**config.mk**
```make
export PLATFORM = sky130hd
export DESIGN_NAME = escape_sequence_decoder_unit
export DESIGN_NICKNAME = d
export VERILOG_FILES = /design/src/rtl/core/esd_pkg.sv /design/src/rtl/core/esd_front.sv /design/src/rtl/core/esd_back.sv /design/src/rtl/core/escape_sequence_decoder_unit.sv
export SDC_FILE = /design/constraint.sdc
export NUM_CORES = 1
export LEC_CHECK = 0
export BUFFER_PORTS_ARGS = -buffer_cell sky130_fd_sc_hd__clkbuf_2
export CORE_ASPECT_RATIO = 1.25
export CORE_MARGIN = 2
export CORE_UTILIZATION = 55
export CTS_CLUSTER_DIAMETER = 50
export DETAILED_ROUTE_END_ITERATION = 12
export PLACE_DENSITY = 0.82
export SLEW_MARGIN = 20
export SYNTH_ARGS = -nofsm -noshare
export SYNTH_HDL_FRONTEND = slang
export SYNTH_SLANG_ARGS = --single-unit
```
**constraint.sdc**
```tcl
create_clock -name aclk -period 6 [get_ports aclk]
set_input_delay 0.9 -clock aclk [delete_from_list [all_inputs] [get_ports aclk]]
set_output_delay 0.9 -clock aclk [all_outputs]
set_load 0.005 [all_outputs]
```
**src/rtl/core/esd_pkg.sv**
```systemverilog
`default_nettype none
// ----------------------------------------------------------------------------
// esd_pkg
// Shared types and character constants for the escape sequence decoder.
// ----------------------------------------------------------------------------
package esd_pkg;

    localparam logic [7:0] CH_PERCENT = 8'h25;
    localparam logic [7:0] CH_BSLASH  = 8'h5C;
    localparam logic [7:0] CH_R       = 8'h72;
    localparam logic [7:0] CH_N       = 8'h6E;
    localparam logic [7:0] CH_T       = 8'h74;
    localparam logic [7:0] CH_X       = 8'h78;
    localparam logic [7:0] CH_0       = 8'h30;
    localparam logic [7:0] CH_9       = 8'h39;
    localparam logic [7:0] CH_LA      = 8'h61;
    localparam logic [7:0] CH_LF      = 8'h66;
    localparam logic [7:0] CH_UA      = 8'h41;
    localparam logic [7:0] CH_UF      = 8'h46;
    localparam logic [7:0] CODE_CR    = 8'h0D;
    localparam logic [7:0] CODE_LF    = 8'h0A;
    localparam logic [7:0] CODE_TAB   = 8'h09;
    localparam logic [3:0] HEX_ALPHA_OFS = 4'h9;

    typedef enum logic [2:0] {
        KIND_PLAIN,
        KIND_PERCENT,
        KIND_BSLASH,
        KIND_R,
        KIND_N,
        KIND_T,
        KIND_X
    } kind_t;

    typedef struct packed {
        logic [7:0] text;
        kind_t      kind;
        logic       hex_ok;
        logic [3:0] hex_val;
    } entry_t;

    typedef struct packed {
        entry_t ent;
        logic   eot;
    } req_t;

    typedef enum logic [1:0] {
        PAIR_WAIT,
        PAIR_FAIL,
        PAIR_OK
    } pair_st_t;

    typedef struct packed {
        pair_st_t   st;
        logic [7:0] val;
    } pair_t;

    typedef enum logic {
        BK_IDLE,
        BK_RUN
    } bk_state_t;

endpackage
`default_nettype wire

```
**src/rtl/core/esd_front.sv**
```systemverilog
`default_nettype none
// ----------------------------------------------------------------------------
// esd_front
// Accepts raw text bytes, classifies them and queues them for the back end.
// ----------------------------------------------------------------------------
module esd_front (
    input  wire logic          aclk,
    input  wire logic          aresetn,
    input  wire logic          s_tvalid,
    output logic               s_tready,
    input  wire logic [7:0]    s_tdata,
    input  wire logic          s_tlast,
    output logic               q_valid,
    input  wire logic          q_pop,
    output esd_pkg::req_t      q_req
);
    import esd_pkg::*;

    function automatic entry_t classify(logic [7:0] c);
        entry_t e;
        e.text    = c;
        e.hex_ok  = 1'b0;
        e.hex_val = c[3:0];
        if (c inside {[CH_0:CH_9]}) begin
            e.hex_ok = 1'b1;
        end else if (c inside {[CH_LA:CH_LF], [CH_UA:CH_UF]}) begin
            e.hex_ok  = 1'b1;
            e.hex_val = c[3:0] + HEX_ALPHA_OFS;
        end
        case (c)
            CH_PERCENT: e.kind = KIND_PERCENT;
            CH_BSLASH:  e.kind = KIND_BSLASH;
            CH_R:       e.kind = KIND_R;
            CH_N:       e.kind = KIND_N;
            CH_T:       e.kind = KIND_T;
            CH_X:       e.kind = KIND_X;
            default:    e.kind = KIND_PLAIN;
        endcase
        return e;
    endfunction

    req_t       mem_reg [2];
    logic       wr_ptr_reg, wr_ptr_next;
    logic       rd_ptr_reg, rd_ptr_next;
    logic [1:0] cnt_reg, cnt_next;
    logic       push;
    logic       pop;

    assign s_tready = (cnt_reg != 2'd2);
    assign q_valid  = (cnt_reg != 2'd0);
    assign q_req    = mem_reg[rd_ptr_reg];
    assign push     = s_tvalid && s_tready;
    assign pop      = q_pop && q_valid;

    always_comb begin
        wr_ptr_next = push ? ~wr_ptr_reg : wr_ptr_reg;
        rd_ptr_next = pop ? ~rd_ptr_reg : rd_ptr_reg;
        cnt_next    = cnt_reg + {1'b0, push} - {1'b0, pop};
    end

    always_ff @(posedge aclk) begin
        if (!aresetn) begin
            wr_ptr_reg <= 1'b0;
            rd_ptr_reg <= 1'b0;
            cnt_reg    <= 2'd0;
        end else begin
            wr_ptr_reg <= wr_ptr_next;
            rd_ptr_reg <= rd_ptr_next;
            cnt_reg    <= cnt_next;
        end
    end

    always_ff @(posedge aclk) begin
        if (push) begin
            mem_reg[wr_ptr_reg] <= '{ent: classify(s_tdata), eot: s_tlast};
        end
    end

endmodule
`default_nettype wire

```
**src/rtl/core/esd_back.sv**
```systemverilog
`default_nettype none
// ----------------------------------------------------------------------------
// esd_back
// Holds pending bytes, decides one escape per cycle in its run state while the
// output register is free, and drives the output register.
// ----------------------------------------------------------------------------
module esd_back (
    input  wire logic          aclk,
    input  wire logic          aresetn,
    input  wire logic          q_valid,
    output logic               q_pop,
    input  wire esd_pkg::req_t q_req,
    output logic               m_tvalid,
    input  wire logic          m_tready,
    output logic [7:0]         m_tdata,
    output logic               m_tlast
);
    import esd_pkg::*;

    function automatic pair_t hex_pair(entry_t hi, entry_t lo, logic have_hi,
                                       logic have_lo, logic fin);
        pair_t p;
        p.val = {hi.hex_val, lo.hex_val};
        if (!have_hi) begin
            p.st = fin ? PAIR_FAIL : PAIR_WAIT;
        end else if (!hi.hex_ok) begin
            p.st = PAIR_FAIL;
        end else if (!have_lo) begin
            p.st = fin ? PAIR_FAIL : PAIR_WAIT;
        end else if (!lo.hex_ok || p.val == 8'h00) begin
            p.st = PAIR_FAIL;
        end else begin
            p.st = PAIR_OK;
        end
        return p;
    endfunction

    bk_state_t  state_reg, state_next;
    entry_t     buf_reg [4];
    entry_t     buf_next [4];
    logic [2:0] cnt_reg, cnt_next;
    logic       fin_reg, fin_next;
    logic       out_valid_reg, out_valid_next;
    logic [7:0] out_data_reg, out_data_next;
    logic       out_last_reg, out_last_next;

    logic [2:0] used;
    logic [7:0] emit;
    logic [2:0] rem;
    logic       out_free;
    logic       fire;
    pair_t      pr;

    assign m_tvalid = out_valid_reg;
    assign m_tdata  = out_data_reg;
    assign m_tlast  = out_last_reg;
    assign out_free = !out_valid_reg || m_tready;

    // decision on the front of the held buffer
    always_comb begin
        used = 3'd0;
        emit = buf_reg[0].text;
        pr   = '{st: PAIR_WAIT, val: 8'h00};
        if (buf_reg[0].kind != KIND_PERCENT && buf_reg[0].kind != KIND_BSLASH) begin
            used = 3'd1;
        end else if (cnt_reg < 3'd2) begin
            used = fin_reg ? 3'd1 : 3'd0;
        end else if (buf_reg[0].kind == KIND_PERCENT) begin
            if (buf_reg[1].kind == KIND_PERCENT) begin
                used = 3'd2;
            end else begin
                pr = hex_pair(buf_reg[1], buf_reg[2], 1'b1, cnt_reg > 3'd2, fin_reg);
                case (pr.st)
                    PAIR_OK: begin
                        used = 3'd3;
                        emit = pr.val;
                    end
                    PAIR_FAIL: used = 3'd1;
                    default:   used = 3'd0;
                endcase
            end
        end else begin
            case (buf_reg[1].kind)
                KIND_BSLASH: used = 3'd2;
                KIND_R: begin
                    used = 3'd2;
                    emit = CODE_CR;
                end
                KIND_N: begin
                    used = 3'd2;
                    emit = CODE_LF;
                end
                KIND_T: begin
                    used = 3'd2;
                    emit = CODE_TAB;
                end
                KIND_X: begin
                    pr = hex_pair(buf_reg[2], buf_reg[3], cnt_reg > 3'd2,
                                  cnt_reg > 3'd3, fin_reg);
                    case (pr.st)
                        PAIR_OK: begin
                            used = 3'd4;
                            emit = pr.val;
                        end
                        PAIR_FAIL: used = 3'd1;
                        default:   used = 3'd0;
                    endcase
                end
                default: used = 3'd1;
            endcase
        end
    end

    assign rem  = cnt_reg - used;
    assign fire = (state_reg == BK_RUN) && (used != 3'd0) && out_free;

    // next state
    always_comb begin
        state_next = state_reg;
        case (state_reg)
            BK_IDLE: begin
                if (q_valid) begin
                    state_next = BK_RUN;
                end
            end
            BK_RUN: begin
                if (used == 3'd0 || (fire && rem == 3'd0)) begin
                    state_next = BK_IDLE;
                end
            end
            default: state_next = BK_IDLE;
        endcase
    end

    // datapath and outputs
    always_comb begin
        logic [3:0] idx;
        idx            = 4'd0;
        q_pop          = 1'b0;
        cnt_next       = cnt_reg;
        fin_next       = fin_reg;
        out_valid_next = out_valid_reg && !m_tready;
        out_data_next  = out_data_reg;
        out_last_next  = out_last_reg;
        for (int i = 0; i < 4; i++) begin
            buf_next[i] = buf_reg[i];
        end
        case (state_reg)
            BK_IDLE: begin
                if (q_valid) begin
                    q_pop                     = 1'b1;
                    buf_next[cnt_reg[1:0]]    = q_req.ent;
                    cnt_next                  = cnt_reg + 3'd1;
                    fin_next                  = q_req.eot;
                end
            end
            BK_RUN: begin
                if (fire) begin
                    out_valid_next = 1'b1;
                    out_data_next  = emit;
                    out_last_next  = fin_reg && (rem == 3'd0);
                    cnt_next       = rem;
                    for (int i = 0; i < 4; i++) begin
                        idx = 4'(i) + {1'b0, used};
                        if (idx < 4'd4) begin
                            buf_next[i] = buf_reg[idx[1:0]];
                        end
                    end
                end
            end
            default: ;
        endcase
    end

    always_ff @(posedge aclk) begin
        if (!aresetn) begin
            state_reg     <= BK_IDLE;
            cnt_reg       <= 3'd0;
            fin_reg       <= 1'b0;
            out_valid_reg <= 1'b0;
        end else begin
            state_reg     <= state_next;
            cnt_reg       <= cnt_next;
            fin_reg       <= fin_next;
            out_valid_reg <= out_valid_next;
        end
    end

    always_ff @(posedge aclk) begin
        out_data_reg <= out_data_next;
        out_last_reg <= out_last_next;
        for (int i = 0; i < 4; i++) begin
            buf_reg[i] <= buf_next[i];
        end
    end

endmodule
`default_nettype wire

```
**src/rtl/core/escape_sequence_decoder_unit.sv**
```systemverilog
`default_nettype none
// ----------------------------------------------------------------------------
// escape_sequence_decoder_unit
// Decodes percent and backslash escapes in a byte stream.
// ----------------------------------------------------------------------------
// One text byte per request in, decoded bytes out; tlast on the input ends the
// text and flushes any pending escape, tlast on the output marks its last
// decoded byte. The front end classifies bytes into a two-entry queue; the
// back end, when idle, takes one queued byte and then emits one decoded byte
// per cycle while the output register is free; a byte that completes or
// breaks an escape yields up to four decoded bytes, and a byte that only
// extends a pending escape yields none. The result sits in an output register,
// so input is taken while it waits.
module escape_sequence_decoder_unit (
    input  wire logic       aclk,
    input  wire logic       aresetn,
    input  wire logic       s_tvalid,
    output logic            s_tready,
    input  wire logic [7:0] s_tdata,   // [7:0] text_byte
    input  wire logic       s_tlast,   // end_of_text
    output logic            m_tvalid,
    input  wire logic       m_tready,
    output logic [7:0]      m_tdata,   // [7:0] decoded_byte
    output logic            m_tlast    // final_byte
);
    import esd_pkg::*;

    logic q_valid;
    logic q_pop;
    req_t q_req;

    esd_front u_front (
        .aclk     (aclk),
        .aresetn  (aresetn),
        .s_tvalid (s_tvalid),
        .s_tready (s_tready),
        .s_tdata  (s_tdata),
        .s_tlast  (s_tlast),
        .q_valid  (q_valid),
        .q_pop    (q_pop),
        .q_req    (q_req)
    );

    esd_back u_back (
        .aclk     (aclk),
        .aresetn  (aresetn),
        .q_valid  (q_valid),
        .q_pop    (q_pop),
        .q_req    (q_req),
        .m_tvalid (m_tvalid),
        .m_tready (m_tready),
        .m_tdata  (m_tdata),
        .m_tlast  (m_tlast)
    );

endmodule
`default_nettype wire

```
[Word-level counts from Yosys, hierarchy flattened]
Memory sizes are Yosys's and may differ from the RTL's. A register that Yosys moved wholly into a read port is not among the register bits.
Cells that the tools add are included.
Word-level totals
  register bits: 19
  RAM bits: 98
  input port bits: 13
  memories kept: 2
Memory list
  u_back.buf_reg: depth 4, bits a word 16, rd ports 8, clocked after memory_dff 0, wr ports 4, line esd_back.sv:39  | entry_t buf_reg [4];
  u_front.mem_reg: depth 2, bits a word 17, rd ports 1, clocked after memory_dff 1, wr ports 1, line esd_front.sv:42  | req_t mem_reg [2];
Operators by class
  add/subtract/negate cells: 8
  order comparisons: 15
  equal/unequal tests: 22
  multiplexer cells: 61
  bitwise operators: 4
  reductions and logical operators: 31
Operators with widths (number)
  64-bit two-way mux: 2
  64-bit case mux with 2 select lines: 1
  16-bit two-way mux: 5
  64-bit bitwise mux: 1
  8-bit two-way mux: 6
  8-bit by 7-bit equality test with 1-bit output, second input constant: 5
  16-bit demux with 2-bit select: 1
  8-bit case mux with 4 select lines: 1
  2-bit two-way mux: 15
  3-bit two-way mux: 7
  3-bit case mux with 2 select lines: 3
  3-bit case mux with 6 select lines: 1
  8-bit by 7-bit >= comparator with 1-bit output, second input constant: 2
  8-bit by 7-bit less-or-equal comparator with 1-bit output, second input constant: 2
  8-bit zero test: 2
  1-bit two-way mux: 13
  1-bit logical AND: 12
  4-bit by 3-bit less-than comparator with 1-bit output, second input constant: 3
  3-bit equality test, second input constant: 3
  2-bit by 3-bit adder with 4-bit output, first input constant: 2
  8-bit by 6-bit equality test with 1-bit output, second input constant: 1
  8-bit by 6-bit >= comparator with 1-bit output, second input constant: 1
  8-bit by 6-bit less-or-equal comparator with 1-bit output, second input constant: 1
  4-bit two-way mux: 2
  other kinds (30): 49

[Longest topological paths before layout]
An unclocked memory read counts as a cell.
  depth after elaboration: 24
  depth in mapped cells: 22
  mapped depth without buffers: 19

[By module]
Synthesis repeated with hierarchy kept, for this count alone.
Unflattened totals
  cells, all modules: 831
  area, all modules: 8216.6 µm²
Modules (own cells, without submodules)
  esd_back: instances 1, cells each 706, area each 6363.6 µm², seq. area each 2312.2 µm²
  esd_front: instances 1, cells each 125, area each 1853.0 µm², seq. area each 1121.1 µm²

[Worst setup path after synthesis]
OpenSTA, ideal clock, no wires.
  kind: reg2reg
  from: register u_back.cnt_reg[0] (netlist name)
  to: memory u_back.buf_reg[3][0] in the netlist's numbering, enable pin
  setup time: 0.394 ns
  arrival: 4.796 ns
  required time: 5.606 ns
  slack: 0.810 ns
  stages on the path, launching flop included: 21
  path buffers: 3
  cell sequence: dfxtp_1 inv_1 ha_1 buf_2 nor2b_1 o21a_1 and3_1 a21o_1 ha_1 o22ai_1 o21ai_1 nor2_2 inv_2 buf_4 buf_2 ha_1 ha_1 nand2b_1 nor2b_1 nor2_1 a21oi_1
RTL lines (line)
  end: declaration: esd_back.sv:39

==> results.toml <==
[cts]
clock-sinks = 118
cts_setup_buffers = 0
root_buffer = "clkbuf_16"
ctsResizeCount = 0
clk_pin_slew_ns = 0.06
htree_levels = 4
clkLatencyLatePin_ns = 0.42
cts_buffer_depth = 2
cts_tree = "built"
cts_hold_buf = 0
cts_buffers = 17

[yosys]
ys.flop_type = "edfxtp_1"
yosysSeqAreaShare = 0.467
async_flop_share = 0
synth_nets = 747
ys.warnings.count = 0
synth_cell_types = 60
syn_area_per_cell_um2 = 10.3
ys_ff_latch = 118
syn_area_mm2 = 0.00736
synthCells = 715
synth_edf_count = 107

[global_routing]
gr-total-overflow = 0
track_usage = 0.276
grt_first_pass_wirelength_mm = 30.8
grt_pass1_vias = 6101
antenna_found_initial = 0
grt_start_max_net_pins = 53

[floorplanning]
row_count = 47
core_mm2 = 0.0132
die_h_um = 133
initial_core_util = 0.559
die_w_um = 107
dieArea_mm2 = 0.0143
ios = 24

[critical_path]
cp_max_fo = 41
r2r_end = "u_back.buf_reg[1][9]"
max_stage_delay_ns = 0.67
start_kind = "flip-flop"
crit_path_end_kind = "flip-flop"
r2r-start = "u_back.cnt_reg[0]"
required_ns = 6.13
path_class = "reg2reg"
crit_path_cell_trace = "inv_1 -> ha_1 -> buf_4 -> nor2b_1 -> o21a_1 -> and3_1 -> a21o_1 -> ha_1 -> o22ai_1 -> o21ai_1 -> nor2_4 -> inv_2 -> buf_4 -> ha_1 -> nand2_1 -> buf_4 -> o221ai_1"
cp.arrival_ns = 5.20
cp_slowest_cell = "o21ai_1"
worst-r2r-setup-slack_ns = 0.93
r2r_cells = 17

[sta]
period_share = 0.844
fin_tns_setup_ns = 0
tightest_slew_ns = 0.990
setup_viol = 0
rsz0062_at_grt = "false"
final_max_slew_viol_count = 0
fin_skew_ns = 0.00784
relSlewSlack = 0.340
finalHoldViolations = 0
period_needed_ns = 5.07
fmax_mhz = 197

[power_and_ir_drop]
p_sw_w = 0.00193
powerDensity_mw_per_mm2 = 575
p_leak_nw = 3.01
pwr-share-comb = 0.432
p_sw_frac = 0.410
seq_power_share = 0.339
ir_drop_uv = 361
clkPwrFrac = 0.229
total_power_w = 0.00469
power.internal_w = 0.00277

[final_layout]
area_delta_synth_final_pct = 11.0
largest_reg_flops = 64
antenna_cells = 0
layoutNonFillerInstCount = 902
fillers = 999
drive_gt1_frac = 0.164
final_net_count = 750

[detailed_routing]
wirelength_mm = 19.3
wire_per_inst_um = 21.3
via_per_inst = 6.88
firstDrtPassIters = 6
drc = 0
ant_nets = 0
vias = 6203
drt_iter0_markers = 817

[placement]
io_buffers = 23
hpwlAfterDp_mm = 12.2
dp_cells = 870
place_congestion = 0.906

[run_status]
status = "finished clean"

[hold_path]
min-delay-start = "u_back.m_tvalid"
hold_class = "reg2reg"
hold_depth = 2
worstHoldEndpoint = "u_back.state_reg"

[job]
drv_cap = 0
-- layout by cell type (no fill, tap or decap), drive strengths merged, types with 2 or more instances in the layout --
master,count
edfxtp,107
nand2,84
a21oi,73
nor2,62
mux2i,52
clkbuf,47
o221ai,35
mux2,34
a211oi,32
ha,18
inv,16
o21ai,14
buf,13
dfxtp,11
nor2b,10
nand3,10
xnor2,9
or4,8
o31ai,8
and3,7
nor3,7
and2,6
nand2b,5
a31oi,5
nor3b,5
nor4,4
or3,4
clkinv,4
o22ai,4
a21boi,4
o211ai,3
bufinv,3
o21a,2
a21o,2
o311ai,2
o22a,2
o31a,2
o32ai,2
a22o,2
clkinvlp,2
-- layout make-up --
cell class	count	area, um^2	area share
Multi-Input combinational cell	528	3620	0.443
Sequential cell	118	3430	0.420
Clock buffer	24	502	0.0614
Tap cell	171	214	0.0262
Timing Repair Buffer	36	213	0.0260
Clock inverter	8	120	0.0147
Inverter	17	65.1	0.00796
-- per-stage QoR --
step / util / hold slack, ns / worst slack [ns] / cell area [um^2]
after detailed placement: 0.573 / 0.517 / 1.13 / 7550
final: 0.620 / 0.522 / 0.933 / 8170
after CTS: 0.620 / 0.523 / 1.06 / 8170
after floorplan: - / 0.507 / 0.810 / 7360
after global routing: 0.620 / 0.556 / 0.659 / 8170
after global placement: 0.573 / 0.511 / 1.38 / 7550
-- layer usage --
layer,track usage,wire [um],part of all wire
met4,0.132,616,0.032
met1,0.344,7150,0.37
met5,0,0,0
met2,0.455,9610,0.50
met3,0.0587,1880,0.098
-- cells in the mapped netlist, types with 10 or more instances --
cell / count / share of area
edfxtp_1: 107 / 0.44
nand2_1: 82 / 0.042
a21oi_1: 72 / 0.049
nor2_1: 61 / 0.031
mux2i_1: 52 / 0.071
o221ai_1: 35 / 0.042
mux2_2: 34 / 0.052
a211oi_1: 23 / 0.023
clkbuf_1: 22 / 0.011
buf_2: 18 / 0.012
ha_1: 18 / 0.031
inv_1: 15 / 0.0077
dfxtp_1: 11 / 0.030
o21ai_0: 11 / 0.0075
nand3_1: 10 / 0.0068
nor2b_1: 10 / 0.0085
-- cells by family after synthesis --
group | after synthesis | share of synthesized area
AND/OR/NAND/NOR | 216 | 0.138
adder cells (fa/ha/maj) | 19 | 0.0333
buffers and inverters | 69 | 0.0420
multiplexers | 86 | 0.123
AO/OA/AOI/OAI | 197 | 0.186
XOR/XNOR | 10 | 0.0119
flip-flops | 118 | 0.467
-- worst max path at each step --
stage / from / end / cells past startpoint
final: u_back.cnt_reg[0] / u_back.buf_reg[1][9] / 17
after global routing: u_back.cnt_reg[0] / u_back.buf_reg[1][9] / 17
after CTS: u_back.cnt_reg[0] / u_back.buf_reg[1][9] / 17
after detailed placement: u_back.cnt_reg[1] / u_back.buf_reg[1][9] / 16
after global placement: u_back.cnt_reg[1] / u_back.buf_reg[1][5] / 16
after floorplan: u_back.cnt_reg[0] / u_back.buf_reg[3][0] / 20
-- critical path, delay by kind of cell, from the launching register on --
family	cells	cell delay, ns
flip-flops	1	0.36
AO/OA/AOI/OAI	5	1.39
adder cells (fa/ha/maj)	3	0.91
AND/OR/NAND/NOR	4	0.68
buffers and inverters	5	1.40
-- power by group through the flow --
stage / sequential (W) / combinational [W] / clock [W]
after floorplan: 0.00147 / 0.00155 / 0
after global placement: 0.00157 / 0.00186 / 0
after detailed placement: 0.00159 / 0.00195 / 0
after CTS: 0.00158 / 0.00198 / 0.00107
after global routing: 0.00162 / 0.00218 / 0.00111
final: 0.00159 / 0.00203 / 0.00107
No activity file was read; power rests on OpenSTA's default activity.
